## src/asop_pkg.sv

```systemverilog
// Shared types, constants and codes of the set operation engine.
package asop_pkg;

  localparam int MAX_ELEMS = 16;
  localparam int RES_LIMIT = 32;
  localparam int DATA_W    = 32;
  localparam int ADDR_W    = $clog2(MAX_ELEMS);
  localparam int CNT_W     = $clog2(MAX_ELEMS + 1);
  localparam int RES_W     = $clog2(RES_LIMIT + 1);

  // Item actions.
  localparam logic [1:0] ACT_LOAD_A = 2'd0;
  localparam logic [1:0] ACT_LOAD_B = 2'd1;
  localparam logic [1:0] ACT_RUN    = 2'd2;

  // Operation register codes.
  localparam logic [1:0] OP_INTERSECT = 2'd0;
  localparam logic [1:0] OP_UNION     = 2'd1;
  localparam logic [1:0] OP_A_MINUS_B = 2'd2;
  localparam logic [1:0] OP_B_MINUS_A = 2'd3;

  typedef enum logic [2:0] {
    S_IDLE,
    S_SRC,
    S_LOAD,
    S_REF,
    S_CMP,
    S_FLUSH
  } state_t;

  // Commands from the controller to the datapath.
  typedef struct packed {
    logic load_a;
    logic load_b;
    logic run_start;
    logic next_phase;
    logic load_cur;
    logic clr_j;
    logic inc_j;
    logic inc_i;
    logic keep;
    logic flush;
  } cmd_t;

  // Status from the datapath to the controller.
  typedef struct packed {
    logic src_done;
    logic ref_empty;
    logic ref_last;
    logic match;
    logic want;
    logic two_phase;
    logic n_pre_last;
  } status_t;

endpackage

```

## src/asop_ram.sv

```systemverilog
// Generic single-write, single-read RAM with registered read data.
module asop_ram #(
  parameter int WIDTH = 32,
  parameter int DEPTH = 16
) (
  input  logic                     clk,
  input  logic                     we,
  input  logic [$clog2(DEPTH)-1:0] waddr,
  input  logic [WIDTH-1:0]         wdata,
  input  logic [$clog2(DEPTH)-1:0] raddr,
  output logic [WIDTH-1:0]         rdata
);

  logic [WIDTH-1:0] mem [DEPTH];

  // Write port and registered read port.
  always_ff @(posedge clk) begin
    if (we) begin
      mem[waddr] <= wdata;
    end
    rdata <= mem[raddr];
  end

endmodule

```

## src/asop_ctrl.sv

```systemverilog
// Controller state machine that sequences loads, scans and result flushes.
module asop_ctrl (
  input  logic             clk,
  input  logic             rst,
  input  logic             start,
  input  logic [1:0]       action,
  input  asop_pkg::status_t stat,
  output asop_pkg::cmd_t   cmd,
  output logic             busy
);

  asop_pkg::state_t state;
  asop_pkg::state_t state_next;

  // State register.
  always_ff @(posedge clk) begin
    if (rst) begin
      state <= asop_pkg::S_IDLE;
    end else begin
      state <= state_next;
    end
  end

  assign busy = (state != asop_pkg::S_IDLE);

  // Next state and commands.
  always_comb begin
    state_next = state;
    cmd        = '0;
    case (state)
      asop_pkg::S_IDLE: begin
        if (start) begin
          case (action)
            asop_pkg::ACT_LOAD_A: cmd.load_a = 1'b1;
            asop_pkg::ACT_LOAD_B: cmd.load_b = 1'b1;
            asop_pkg::ACT_RUN: begin
              cmd.run_start = 1'b1;
              state_next    = asop_pkg::S_SRC;
            end
            default: ;
          endcase
        end
      end
      asop_pkg::S_SRC: begin
        // The source read address is presented in this state.
        if (stat.src_done) begin
          if (stat.two_phase) begin
            cmd.next_phase = 1'b1;
          end else begin
            state_next = asop_pkg::S_FLUSH;
          end
        end else begin
          state_next = asop_pkg::S_LOAD;
        end
      end
      asop_pkg::S_LOAD: begin
        cmd.load_cur = 1'b1;
        cmd.clr_j    = 1'b1;
        state_next   = asop_pkg::S_REF;
      end
      asop_pkg::S_REF: begin
        if (stat.ref_empty) begin
          // Nothing to search: the element is not present.
          cmd.keep = !stat.want;
          if (cmd.keep && stat.n_pre_last) begin
            state_next = asop_pkg::S_FLUSH;
          end else begin
            cmd.inc_i  = 1'b1;
            state_next = asop_pkg::S_SRC;
          end
        end else begin
          state_next = asop_pkg::S_CMP;
        end
      end
      asop_pkg::S_CMP: begin
        if (stat.match || stat.ref_last) begin
          // Search ends on the first hit or on the last reference element.
          cmd.keep = stat.match ? stat.want : !stat.want;
          if (cmd.keep && stat.n_pre_last) begin
            state_next = asop_pkg::S_FLUSH;
          end else begin
            cmd.inc_i  = 1'b1;
            state_next = asop_pkg::S_SRC;
          end
        end else begin
          cmd.inc_j  = 1'b1;
          state_next = asop_pkg::S_REF;
        end
      end
      asop_pkg::S_FLUSH: begin
        cmd.flush  = 1'b1;
        state_next = asop_pkg::S_IDLE;
      end
      default: begin
        state_next = asop_pkg::S_IDLE;
      end
    endcase
  end

endmodule

```

## src/asop_datapath.sv

```systemverilog
// Datapath: list memories, counters, compare unit and result registers.
module asop_datapath (
  input  logic                         clk,
  input  logic                         rst,
  input  asop_pkg::cmd_t               cmd,
  output asop_pkg::status_t            stat,
  input  logic                         cfg_write,
  input  logic [1:0]                   cfg_data,
  input  logic signed [asop_pkg::DATA_W-1:0] value,
  output logic                         res_strobe,
  output logic signed [asop_pkg::DATA_W-1:0] value_res,
  output logic                         is_last,
  output logic                         is_empty,
  output logic                         overflowed
);

  logic [1:0]                   operation;
  logic                         phase;
  logic                         overflow;
  logic [asop_pkg::CNT_W-1:0]   cnt_a;
  logic [asop_pkg::CNT_W-1:0]   cnt_b;
  logic [asop_pkg::CNT_W-1:0]   idx_i;
  logic [asop_pkg::ADDR_W-1:0]  idx_j;
  logic [asop_pkg::RES_W-1:0]   n_found;
  logic [asop_pkg::DATA_W-1:0]  cur;
  logic [asop_pkg::DATA_W-1:0]  pend;
  logic                         pend_valid;

  logic                         src_is_b;
  logic [asop_pkg::CNT_W-1:0]   src_cnt;
  logic [asop_pkg::CNT_W-1:0]   ref_cnt;
  logic                         we_a;
  logic                         we_b;
  logic [asop_pkg::ADDR_W-1:0]  raddr_a;
  logic [asop_pkg::ADDR_W-1:0]  raddr_b;
  logic [asop_pkg::DATA_W-1:0]  rdata_a;
  logic [asop_pkg::DATA_W-1:0]  rdata_b;
  logic [asop_pkg::DATA_W-1:0]  src_data;
  logic [asop_pkg::DATA_W-1:0]  ref_data;

  // Source and reference roles follow the operation and the union phase.
  always_comb begin
    src_is_b = (operation == asop_pkg::OP_B_MINUS_A) ||
               ((operation == asop_pkg::OP_UNION) && phase);
    src_cnt  = src_is_b ? cnt_b : cnt_a;
    if ((operation == asop_pkg::OP_UNION) && !phase) begin
      ref_cnt = '0;
    end else begin
      ref_cnt = src_is_b ? cnt_a : cnt_b;
    end
  end

  // Memory ports: appends write at the fill count, scans read at i and j.
  assign we_a     = cmd.load_a && (cnt_a < asop_pkg::CNT_W'(asop_pkg::MAX_ELEMS));
  assign we_b     = cmd.load_b && (cnt_b < asop_pkg::CNT_W'(asop_pkg::MAX_ELEMS));
  assign raddr_a  = src_is_b ? idx_j : idx_i[asop_pkg::ADDR_W-1:0];
  assign raddr_b  = src_is_b ? idx_i[asop_pkg::ADDR_W-1:0] : idx_j;
  assign src_data = src_is_b ? rdata_b : rdata_a;
  assign ref_data = src_is_b ? rdata_a : rdata_b;

  asop_ram #(
    .WIDTH (asop_pkg::DATA_W),
    .DEPTH (asop_pkg::MAX_ELEMS)
  ) u_list_a (
    .clk   (clk),
    .we    (we_a),
    .waddr (cnt_a[asop_pkg::ADDR_W-1:0]),
    .wdata (value),
    .raddr (raddr_a),
    .rdata (rdata_a)
  );

  asop_ram #(
    .WIDTH (asop_pkg::DATA_W),
    .DEPTH (asop_pkg::MAX_ELEMS)
  ) u_list_b (
    .clk   (clk),
    .we    (we_b),
    .waddr (cnt_b[asop_pkg::ADDR_W-1:0]),
    .wdata (value),
    .raddr (raddr_b),
    .rdata (rdata_b)
  );

  // Status back to the controller.
  always_comb begin
    stat.src_done   = (idx_i == src_cnt);
    stat.ref_empty  = (ref_cnt == '0);
    stat.ref_last   = ((asop_pkg::CNT_W'(idx_j) + asop_pkg::CNT_W'(1)) == ref_cnt);
    stat.match      = (ref_data == cur);
    stat.want       = (operation == asop_pkg::OP_INTERSECT);
    stat.two_phase  = (operation == asop_pkg::OP_UNION) && !phase;
    stat.n_pre_last = (n_found == asop_pkg::RES_W'(asop_pkg::RES_LIMIT - 1));
  end

  // Operation register.
  always_ff @(posedge clk) begin
    if (rst) begin
      operation <= asop_pkg::OP_INTERSECT;
    end else if (cfg_write) begin
      operation <= cfg_data;
    end
  end

  // List fill counts and the overflow flag; a flush empties both lists.
  always_ff @(posedge clk) begin
    if (rst) begin
      cnt_a    <= '0;
      cnt_b    <= '0;
      overflow <= 1'b0;
    end else if (cmd.flush) begin
      cnt_a    <= '0;
      cnt_b    <= '0;
      overflow <= 1'b0;
    end else begin
      if (cmd.load_a) begin
        if (we_a) begin
          cnt_a <= cnt_a + asop_pkg::CNT_W'(1);
        end else begin
          overflow <= 1'b1;
        end
      end
      if (cmd.load_b) begin
        if (we_b) begin
          cnt_b <= cnt_b + asop_pkg::CNT_W'(1);
        end else begin
          overflow <= 1'b1;
        end
      end
    end
  end

  // Scan counters and union phase.
  always_ff @(posedge clk) begin
    if (rst) begin
      idx_i <= '0;
      idx_j <= '0;
      phase <= 1'b0;
    end else begin
      if (cmd.run_start) begin
        idx_i <= '0;
        phase <= 1'b0;
      end else if (cmd.next_phase) begin
        idx_i <= '0;
        phase <= 1'b1;
      end else if (cmd.inc_i) begin
        idx_i <= idx_i + asop_pkg::CNT_W'(1);
      end
      if (cmd.clr_j) begin
        idx_j <= '0;
      end else if (cmd.inc_j) begin
        idx_j <= idx_j + asop_pkg::ADDR_W'(1);
      end
    end
  end

  // Current source element under test.
  always_ff @(posedge clk) begin
    if (cmd.load_cur) begin
      cur <= src_data;
    end
  end

  // One result is held back so the final one can be marked last.
  always_ff @(posedge clk) begin
    if (rst) begin
      pend_valid <= 1'b0;
      n_found    <= '0;
    end else if (cmd.run_start || cmd.flush) begin
      pend_valid <= 1'b0;
      n_found    <= '0;
    end else if (cmd.keep) begin
      pend_valid <= 1'b1;
      n_found    <= n_found + asop_pkg::RES_W'(1);
    end
  end

  always_ff @(posedge clk) begin
    if (cmd.keep) begin
      pend <= cur;
    end
  end

  // Result registers: release the held result, or the final or empty item.
  always_ff @(posedge clk) begin
    if (rst) begin
      res_strobe <= 1'b0;
    end else begin
      res_strobe <= cmd.flush || (cmd.keep && pend_valid);
    end
  end

  always_ff @(posedge clk) begin
    if (cmd.flush || (cmd.keep && pend_valid)) begin
      value_res  <= pend_valid ? pend : '0;
      is_last    <= cmd.flush;
      is_empty   <= cmd.flush && !pend_valid;
      overflowed <= overflow;
    end
  end

endmodule

```

## src/array_set_operation_engine_core.sv

```systemverilog
// Top level of the set operation engine: controller plus datapath.
//
//   Channel   Handshake                  Payload
//   input     start, busy                action, value
//   result    res_strobe (one cycle)     value_res, is_last, is_empty, overflowed
//   config    cfg_write                  cfg_data (operation)
//
// An append item leaves busy low.
// A run scans each source element against the reference list; in a union
// every A element is checked against an empty list, and a second phase then
// scans list B against list A. Each compare goes through the single compare
// unit, fed by the registered read of the list memories.
// Reset clears the fill counts, the flags and the operation; no clearing pass.
// Results cannot be stalled: each one shows for exactly one cycle.
module array_set_operation_engine_core (
  input  logic                                clk,
  input  logic                                rst,
  input  logic                                start,
  output logic                                busy,
  input  logic [1:0]                          action,
  input  logic signed [asop_pkg::DATA_W-1:0]  value,
  input  logic                                cfg_write,
  input  logic [1:0]                          cfg_data,
  output logic                                res_strobe,
  output logic signed [asop_pkg::DATA_W-1:0]  value_res,
  output logic                                is_last,
  output logic                                is_empty,
  output logic                                overflowed
);

  asop_pkg::cmd_t    cmd;
  asop_pkg::status_t stat;

  // Sequencing of loads and runs.
  asop_ctrl u_ctrl (
    .clk    (clk),
    .rst    (rst),
    .start  (start),
    .action (action),
    .stat   (stat),
    .cmd    (cmd),
    .busy   (busy)
  );

  // Storage, compare and result registers.
  asop_datapath u_dp (
    .clk        (clk),
    .rst        (rst),
    .cmd        (cmd),
    .stat       (stat),
    .cfg_write  (cfg_write),
    .cfg_data   (cfg_data),
    .value      (value),
    .res_strobe (res_strobe),
    .value_res  (value_res),
    .is_last    (is_last),
    .is_empty   (is_empty),
    .overflowed (overflowed)
  );

endmodule

```

## config.mk

```make
export PLATFORM = sky130hd
export DESIGN_NAME = array_set_operation_engine_core
export DESIGN_NICKNAME = d
export VERILOG_FILES = /design/src/asop_pkg.sv /design/src/asop_ram.sv /design/src/asop_ctrl.sv /design/src/asop_datapath.sv /design/src/array_set_operation_engine_core.sv
export SDC_FILE = /design/constraint.sdc
export NUM_CORES = 2
export LEC_CHECK = 0
export ABC_AREA = 1
export BUFFER_PORTS_ARGS = -buffer_cell sky130_fd_sc_hd__buf_2
export CAP_MARGIN = 20
export CORE_MARGIN = 4
export CORE_UTILIZATION = 55
export DETAILED_ROUTE_END_ITERATION = 7
export MAX_ROUTING_LAYER = met4
export PLACE_DENSITY = 0.74
export SYNTH_ARGS = -nofsm -noshare
export SYNTH_HDL_FRONTEND = slang
export SYNTH_HIERARCHICAL = 1
export SYNTH_SLANG_ARGS = --single-unit
```

## constraint.sdc

```tcl
create_clock -name clk -period 4.42 [get_ports clk]
set_input_delay 0.663 -clock clk [delete_from_list [all_inputs] [get_ports clk]]
set_output_delay 0.663 -clock clk [all_outputs]
set_load 0.05 [all_outputs]
```

Word-level counts from Yosys, hierarchy flattened. Memory sizes are Yosys's and may differ from the RTL's. A register that Yosys moved wholly into a read port is not among the register bits. Index checks and enable logic that the tools add are counted.

Memories kept: 2. Input bits: 40. Flip-flop bits (word level): 133. Bits in writable memories: 1024. Logic and storage cells: 113.

Memories: u_dp.u_list_a.mem (depth 16, width 32, rd ports 1, clocked after memory_dff 1, write ports 1, RTL line asop_ram.sv:14) `logic [WIDTH-1:0] mem [DEPTH];`; u_dp.u_list_b.mem (depth 16, width 32, rd ports 1, clocked after memory_dff 1, write ports 1, RTL line asop_ram.sv:14).

Order comparisons: 2. Equal/unequal tests: 16. Reduce and logical (&&, ||, !) cells: 28. $add $sub $neg: 6. Muxes and demuxes: 42.

Operators with widths (number): two-way mux 32 bit (2); == test 32 bit (1); two-way mux 3 bit (10); two-way mux 1 bit (20); adder 5 x 1 -> 5 bit, second input constant (3); two-way mux 5 bit (3); one-hot mux 3 bit (5 select lines) (1); == test 5 bit (2); less-than comparator 5 bit, second input constant (2); logical AND 1 bit (8); two-way mux 4 bit (2); OR reduction 2 bit (4); adder 6 x 1 -> 6 bit, second input constant (1); == test 3 x 2 -> 1 bit, second input constant (2); == test 3 bit, second input constant (2); == test 6 x 5 -> 1 bit, second input constant (1); two-way mux 2 bit (3); adder 4 x 1 -> 5 bit, second input constant (1); logical NOT 5 bit (1); adder 4 x 1 -> 4 bit, second input constant (1); == test 2 x 1 -> 1 bit, second input constant (2); == test 2 bit, second input constant (2); logical NOT 2 bit (2); logical OR 1 bit (4); 10 further kinds (14).

Longest topological paths before layout.
Depth in word-level cells: 12. Depth in mapped cells: 24.

By module. The synthesis kept the hierarchy.

Modules (own cells, without submodules): asop_ram at u_dp.u_list_a (instances 1, cells an instance 2122, area each 22745.6 um^2); asop_ram at u_dp.u_list_b (instances 1, cells an instance 2120, area each 22730.6 um^2); asop_datapath (instances 1, cells an instance 776, area each 6545.0 um^2); asop_ctrl (instances 1, cells an instance 62, area each 325.3 um^2).

Worst setup path before layout. OpenSTA, ideal clock, no wires.

Path type: reg2reg. Start: register u_dp.operation[1]. End: register u_dp.is_empty, enable pin. Setup time: 0.393 ns. Required time: 4.027 ns. Stages on the path, launching flop included: 20. Setup slack: -0.400 ns. Arrival: 4.427 ns. Cell sequence: dfxtp_1 inv_2 nand2_4 buf_8 buf_8 nand3_1 nand3_1 nand2_1 nor2_1 nand2_1 nor2_1 nand2_1 nor2_1 nor2_1 nor2_1 inv_1 o22ai_1 clkbuf_1 nand2_1 nand2_1.

RTL lines: start, declared (RTL line asop_datapath.sv:17) `logic [1:0] operation;`; start signal, assigned (RTL line asop_datapath.sv:99) `operation <= asop_pkg::OP_INTERSECT;`; start signal, assigned (RTL line asop_datapath.sv:101) `operation <= cfg_data;`; end signal, assigned (RTL line asop_datapath.sv:197) `is_empty <= cmd.flush && !pend_valid;`; end, declared (RTL line asop_datapath.sv:13) `output logic is_empty,`.

==> flow_results.org <==
** Run status
- Run status :: finished clean

** Logic synthesis
- Yosys attributes the largest share of cell area to sky130_fd_sc_hd__edfxtp_1 (64%), sky130_fd_sc_hd__nand2_1 (12%), sky130_fd_sc_hd__nand3_1 (7.8%).
- Share of synthesized area occupied by flip-flops and latches :: 68.2%
- Area share of xor/xnor cells in the synthesized design :: 0.218%
- The number of nets handed over by synthesis was 5125.
- Simple-gate share of the synthesized area :: 20.9%
- The portion of synthesized area spent on multiplexers is 0%.
- Area share of the largest cell type after synthesis :: 64.4%
- Total standard cell area after synthesis :: 52300 um2
- Synthesis produced a netlist whose cell count is 5080.
- In this run, synthesis produced a sequential element count of 1221.
- Of all cell types, the one taking the most synthesized area is sky130_fd_sc_hd__edfxtp_1.
- The synthesized netlist devotes 0.913% of its cell area to compound gates.
- Counting distinct cell types in the post-synthesis netlist gives 37.
- In this run the mean area of a mapped cell was 10.3 um2.
- Main combinational cell family by area after synthesis :: simple AND/OR/NAND/NOR gates
- Summing the areas of all fa, ha and maj instances in the mapped netlist gives 0.120% of the synthesized area.
- Syn. warnings :: 6

** Critical path
- Data on the critical path is required at its endpoint by 5040 ps.
- Measured in cells, the most critical reg-to-reg path has a length of 14.
- The critical path starts at u_dp/phase$_SDFFE_PP0P_.
- Critical Path Source Type :: register
- Worst-path maximum fanout :: 51
- Flop2flop setup slack :: 790 ps
- The worst setup path is captured at a register.
- In this run the critical register-to-register path is captured at u_dp/n_found[5]$_SDFFE_PP0P_.
- Critical R2R Launch :: u_dp/phase$_SDFFE_PP0P_
- STA puts the critical path data arrival time at 4250 ps.
- By startpoint and endpoint, the worst setup path is classified as register to register.

** Floorplanning
- The initial utilization of the core area, before any placement, comes to 55.8%.
- Horizontal die dimension :: 317 um
- Area of the core :: 93900 um2
- In this run the count of I/O pins placed on the die edge is 77.
- The floorplan step defined a die boundary enclosing 100000 um2.
- Die H :: 317 um
- The floorplan has 112 rows.

** Place
- At the end of routability-driven placement, the weighted congestion stood at 0.895.
- Pre-CTS worst setup slack :: 874 ps
- Port buffering added 76 buffers.
- Detailed placement ended at an HPWL of 72800 um.
- After detailed placement, the design holds a cell count of 6250.
- Placed Instance Area :: 54000 um2

** Final layout
- The library cell used most frequently in the layout, excluding fill and tap cells, is sky130_fd_sc_hd__nand2_1.
- Synth-to-Final Area Change :: 10.6%
- Once layout is complete, the utilization of the core stands at 61.7%.
- Area of the multi-input gates :: 12000 um2
- Area used by sequential logic in the layout :: 35700 um2
- The count of cells in the finished layout, fillers not included, comes to 6481.
- The top cell types in the final layout, fill and taps aside, are sky130_fd_sc_hd__nand2_1 (1605), sky130_fd_sc_hd__edfxtp_1 (1123), sky130_fd_sc_hd__inv_1 (916), sky130_fd_sc_hd__nand3_1 (818), sky130_fd_sc_hd__clkbuf_16 (118).
- The finished cells cover 57900 um2.
- Share of final-layout standard cells stronger than drive strength 1 :: 7.67%
- Total Nets Final :: 5159
- Counting the fill cells in the layout gives 7185.

** Detailed routing
- Vias/cell :: 5.46
- Drt pass-1 iters :: 6
- Final wirelength :: 130000 um
- After detailed routing, the average wire length per cell comes to 20.1 um.
- After detailed routing, the number of remaining DRC violations is 0.
- In this run the remaining antenna-violating nets after routing total 0.
- For this block, the initial DRC count from the detailed router was 4051.
- Routed vias :: 35400

** Global routing
- GRT met3 Usage :: 4.33%
- Antenna violations before repair :: 6
- The via count of the first global-routing pass was 33800.
- In the global route stage, met1 resource usage came out at 35.3%.
- Total track usage :: 26.7%
- GR Overflow Total :: 0
- After global routing, the most crowded layer is met2.
- Met2 usage in global routing :: 42.2%
- Wire length of the first global-routing pass :: 197000 um
- Maximum number of pins on one net before global-route repair :: 136

** Clock tree
- TritonCTS built the clock tree.
- Cts repair resizes :: 0
- Cts hold-fix bufs :: 0
- Clock Latency Late Sink :: 690 ps
- The clock tree synthesis step divided the H-tree into 3 levels.
- Post-CTS Setup Bufs :: 0
- After clock tree synthesis, the clock-pin slew on the worst setup and hold paths is 60 ps.
- Worst-case clock buffer depth :: 3
- The clock drives 1221 sinks.
- Buffers inserted during clock tree synthesis total 116.
- The tree is rooted in a sky130_fd_sc_hd__clkbuf_16.

** Timing
- The worst pin sits at a relative slew slack of 28.0%.
- Post-route minimum period :: 3630 ps
- Setup repair after global routing left no endpoint under its margin.
- Final Hold Violating Endpoints :: 0
- The number of max-slew violations in the final report is 0.
- Setup violations remaining at the end of the flow were counted as 0.
- Clock skew on the completed layout was measured at 20.0 ps.
- For the pin with the worst max-slew slack, the measured transition is 1080 ps.
- Setup slack of the critical path after layout :: 791 ps
- The tightest hold path in the finished design has a slack of 229 ps.
- Max Clock Freq :: 276 MHz
- Final critical-path share of the clock period :: 82.1%
- Adding up every negative setup slack in the final design gives 0 ps.

** Min path
- In this run the worst hold path is classified as input pin to register.
- Hold Path Stages :: 3
- Hold EP :: u_dp/operation[0]$_SDFFE_PP0P_
- Startpoint of the worst hold path :: cfg_data[0]

** Power
- Across the VDD grid, the largest voltage drop is 423 uV.
- Overall power :: 24.2 mW
- In this run the power density over the cells is 418 nW/um2.
- Static Leak :: 24.6 nW

** Run
- Total of max-cap violations :: 0
## flip-flops by register name, summed over array words and instances (netlist names), 6 cells and up
name / cells
u_dp/n_found: 6
u_dp/cur: 32
u_dp/u_list_a/rdata: 32
u_dp/value_res: 32
u_dp/pend: 32
u_dp/u_list_b/mem: 512
u_dp/u_list_b/rdata: 32
u_dp/u_list_a/mem: 512
## critical path: stages (launching register included)
cell and delay (ps):
sky130_fd_sc_hd__dfxtp_1 350, sky130_fd_sc_hd__o21ai_4 510, sky130_fd_sc_hd__buf_12 340, sky130_fd_sc_hd__o22ai_1 150
sky130_fd_sc_hd__nor2_1 120, sky130_fd_sc_hd__nor4b_1 580, sky130_fd_sc_hd__nand4_1 270, sky130_fd_sc_hd__o22ai_4 220
sky130_fd_sc_hd__buf_4 410, sky130_fd_sc_hd__nand2_1 90, sky130_fd_sc_hd__nor2_1 130, sky130_fd_sc_hd__nand2_1 100
sky130_fd_sc_hd__o21ai_1 120, sky130_fd_sc_hd__nand2_1 70, sky130_fd_sc_hd__nor2_1 80
## report_power, final
part           internal [mW]  switching, mW
clock network           5.88           4.21
logic                  0.321          0.921
registers               12.8          0.131
## cell families (layout without fill, tap and decap cells)
group / after synthesis / in the layout
AND/OR/NAND/NOR: 2587 / 2587
buffers and inverters: 1164 / 1301
adder cells (fa/ha/maj): 5 / 5
AO/OA/AOI/OAI: 90 / 90
flip-flops: 1221 / 1221
other: 0 / 10
XOR/XNOR: 13 / 13
## final cells by class
| cell class | instances | area share, % |
|---|---|---|
| diodes | 10 | 0.0432 |
| clock buffers | 169 | 5.83 |
| clock inverters | 52 | 0.944 |
| inverters | 925 | 6.02 |
| multi-input cells | 2695 | 20.6 |
| flip-flops and latches | 1221 | 61.6 |
| well taps | 1254 | 2.71 |
| repair buffers | 155 | 2.18 |
## Yosys cell counts
| cell | instances |
|---|---|
| sky130_fd_sc_hd__a21oi_1 | 19 |
| sky130_fd_sc_hd__a31oi_1 | 2 |
| sky130_fd_sc_hd__buf_1 | 32 |
| sky130_fd_sc_hd__buf_12 | 2 |
| sky130_fd_sc_hd__buf_2 | 93 |
| sky130_fd_sc_hd__buf_4 | 21 |
| sky130_fd_sc_hd__buf_6 | 55 |
| sky130_fd_sc_hd__buf_8 | 3 |
| sky130_fd_sc_hd__clkbuf_1 | 33 |
| sky130_fd_sc_hd__dfxtp_1 | 98 |
| sky130_fd_sc_hd__edfxtp_1 | 1123 |
| sky130_fd_sc_hd__ha_1 | 5 |
| sky130_fd_sc_hd__inv_1 | 918 |
| sky130_fd_sc_hd__inv_2 | 5 |
| sky130_fd_sc_hd__inv_4 | 1 |
| sky130_fd_sc_hd__inv_6 | 1 |
| sky130_fd_sc_hd__nand2_1 | 1605 |
| sky130_fd_sc_hd__nand2_2 | 1 |
| sky130_fd_sc_hd__nand2_4 | 1 |
| sky130_fd_sc_hd__nand3_1 | 818 |
| sky130_fd_sc_hd__nand3b_1 | 44 |
| sky130_fd_sc_hd__nand4_1 | 2 |
| sky130_fd_sc_hd__nor2_1 | 94 |
| sky130_fd_sc_hd__nor2_2 | 3 |
| sky130_fd_sc_hd__nor3_1 | 14 |
| sky130_fd_sc_hd__nor3b_1 | 2 |
| sky130_fd_sc_hd__nor4_1 | 1 |
| sky130_fd_sc_hd__nor4b_1 | 1 |
| sky130_fd_sc_hd__o21ai_0 | 59 |
| sky130_fd_sc_hd__o21ai_1 | 1 |
| sky130_fd_sc_hd__o21ai_4 | 1 |
| sky130_fd_sc_hd__o21bai_1 | 1 |
| sky130_fd_sc_hd__o22ai_1 | 6 |
| sky130_fd_sc_hd__o32ai_1 | 1 |
| sky130_fd_sc_hd__or2_2 | 1 |
| sky130_fd_sc_hd__xnor2_1 | 2 |
| sky130_fd_sc_hd__xor2_1 | 11 |
## worst max path at each step
| stage | end | depth (start not counted) | slack (ps) |
|---|---|---|---|
| floorplan | u_dp/is_empty$_DFFE_PP_ | 19 | 360 |
| global placement | u_dp/n_found[5]$_SDFFE_PP0P_ | 21 | 900 |
| detailed placement | u_dp/n_found[5]$_SDFFE_PP0P_ | 21 | 870 |
| CTS | u_dp/n_found[5]$_SDFFE_PP0P_ | 21 | 850 |
| global route | u_dp/n_found[5]$_SDFFE_PP0P_ | 21 | 320 |
| finish | u_dp/n_found[5]$_SDFFE_PP0P_ | 14 | 790 |
## per-layer routing
metal	wire (um)	vias to the layer above
met5	0	-
met4	4690	0
met3	12500	311
met2	61400	1789
met1	51400	16900
li1	-	16500
No activity file was read; power rests on OpenSTA's default activity.
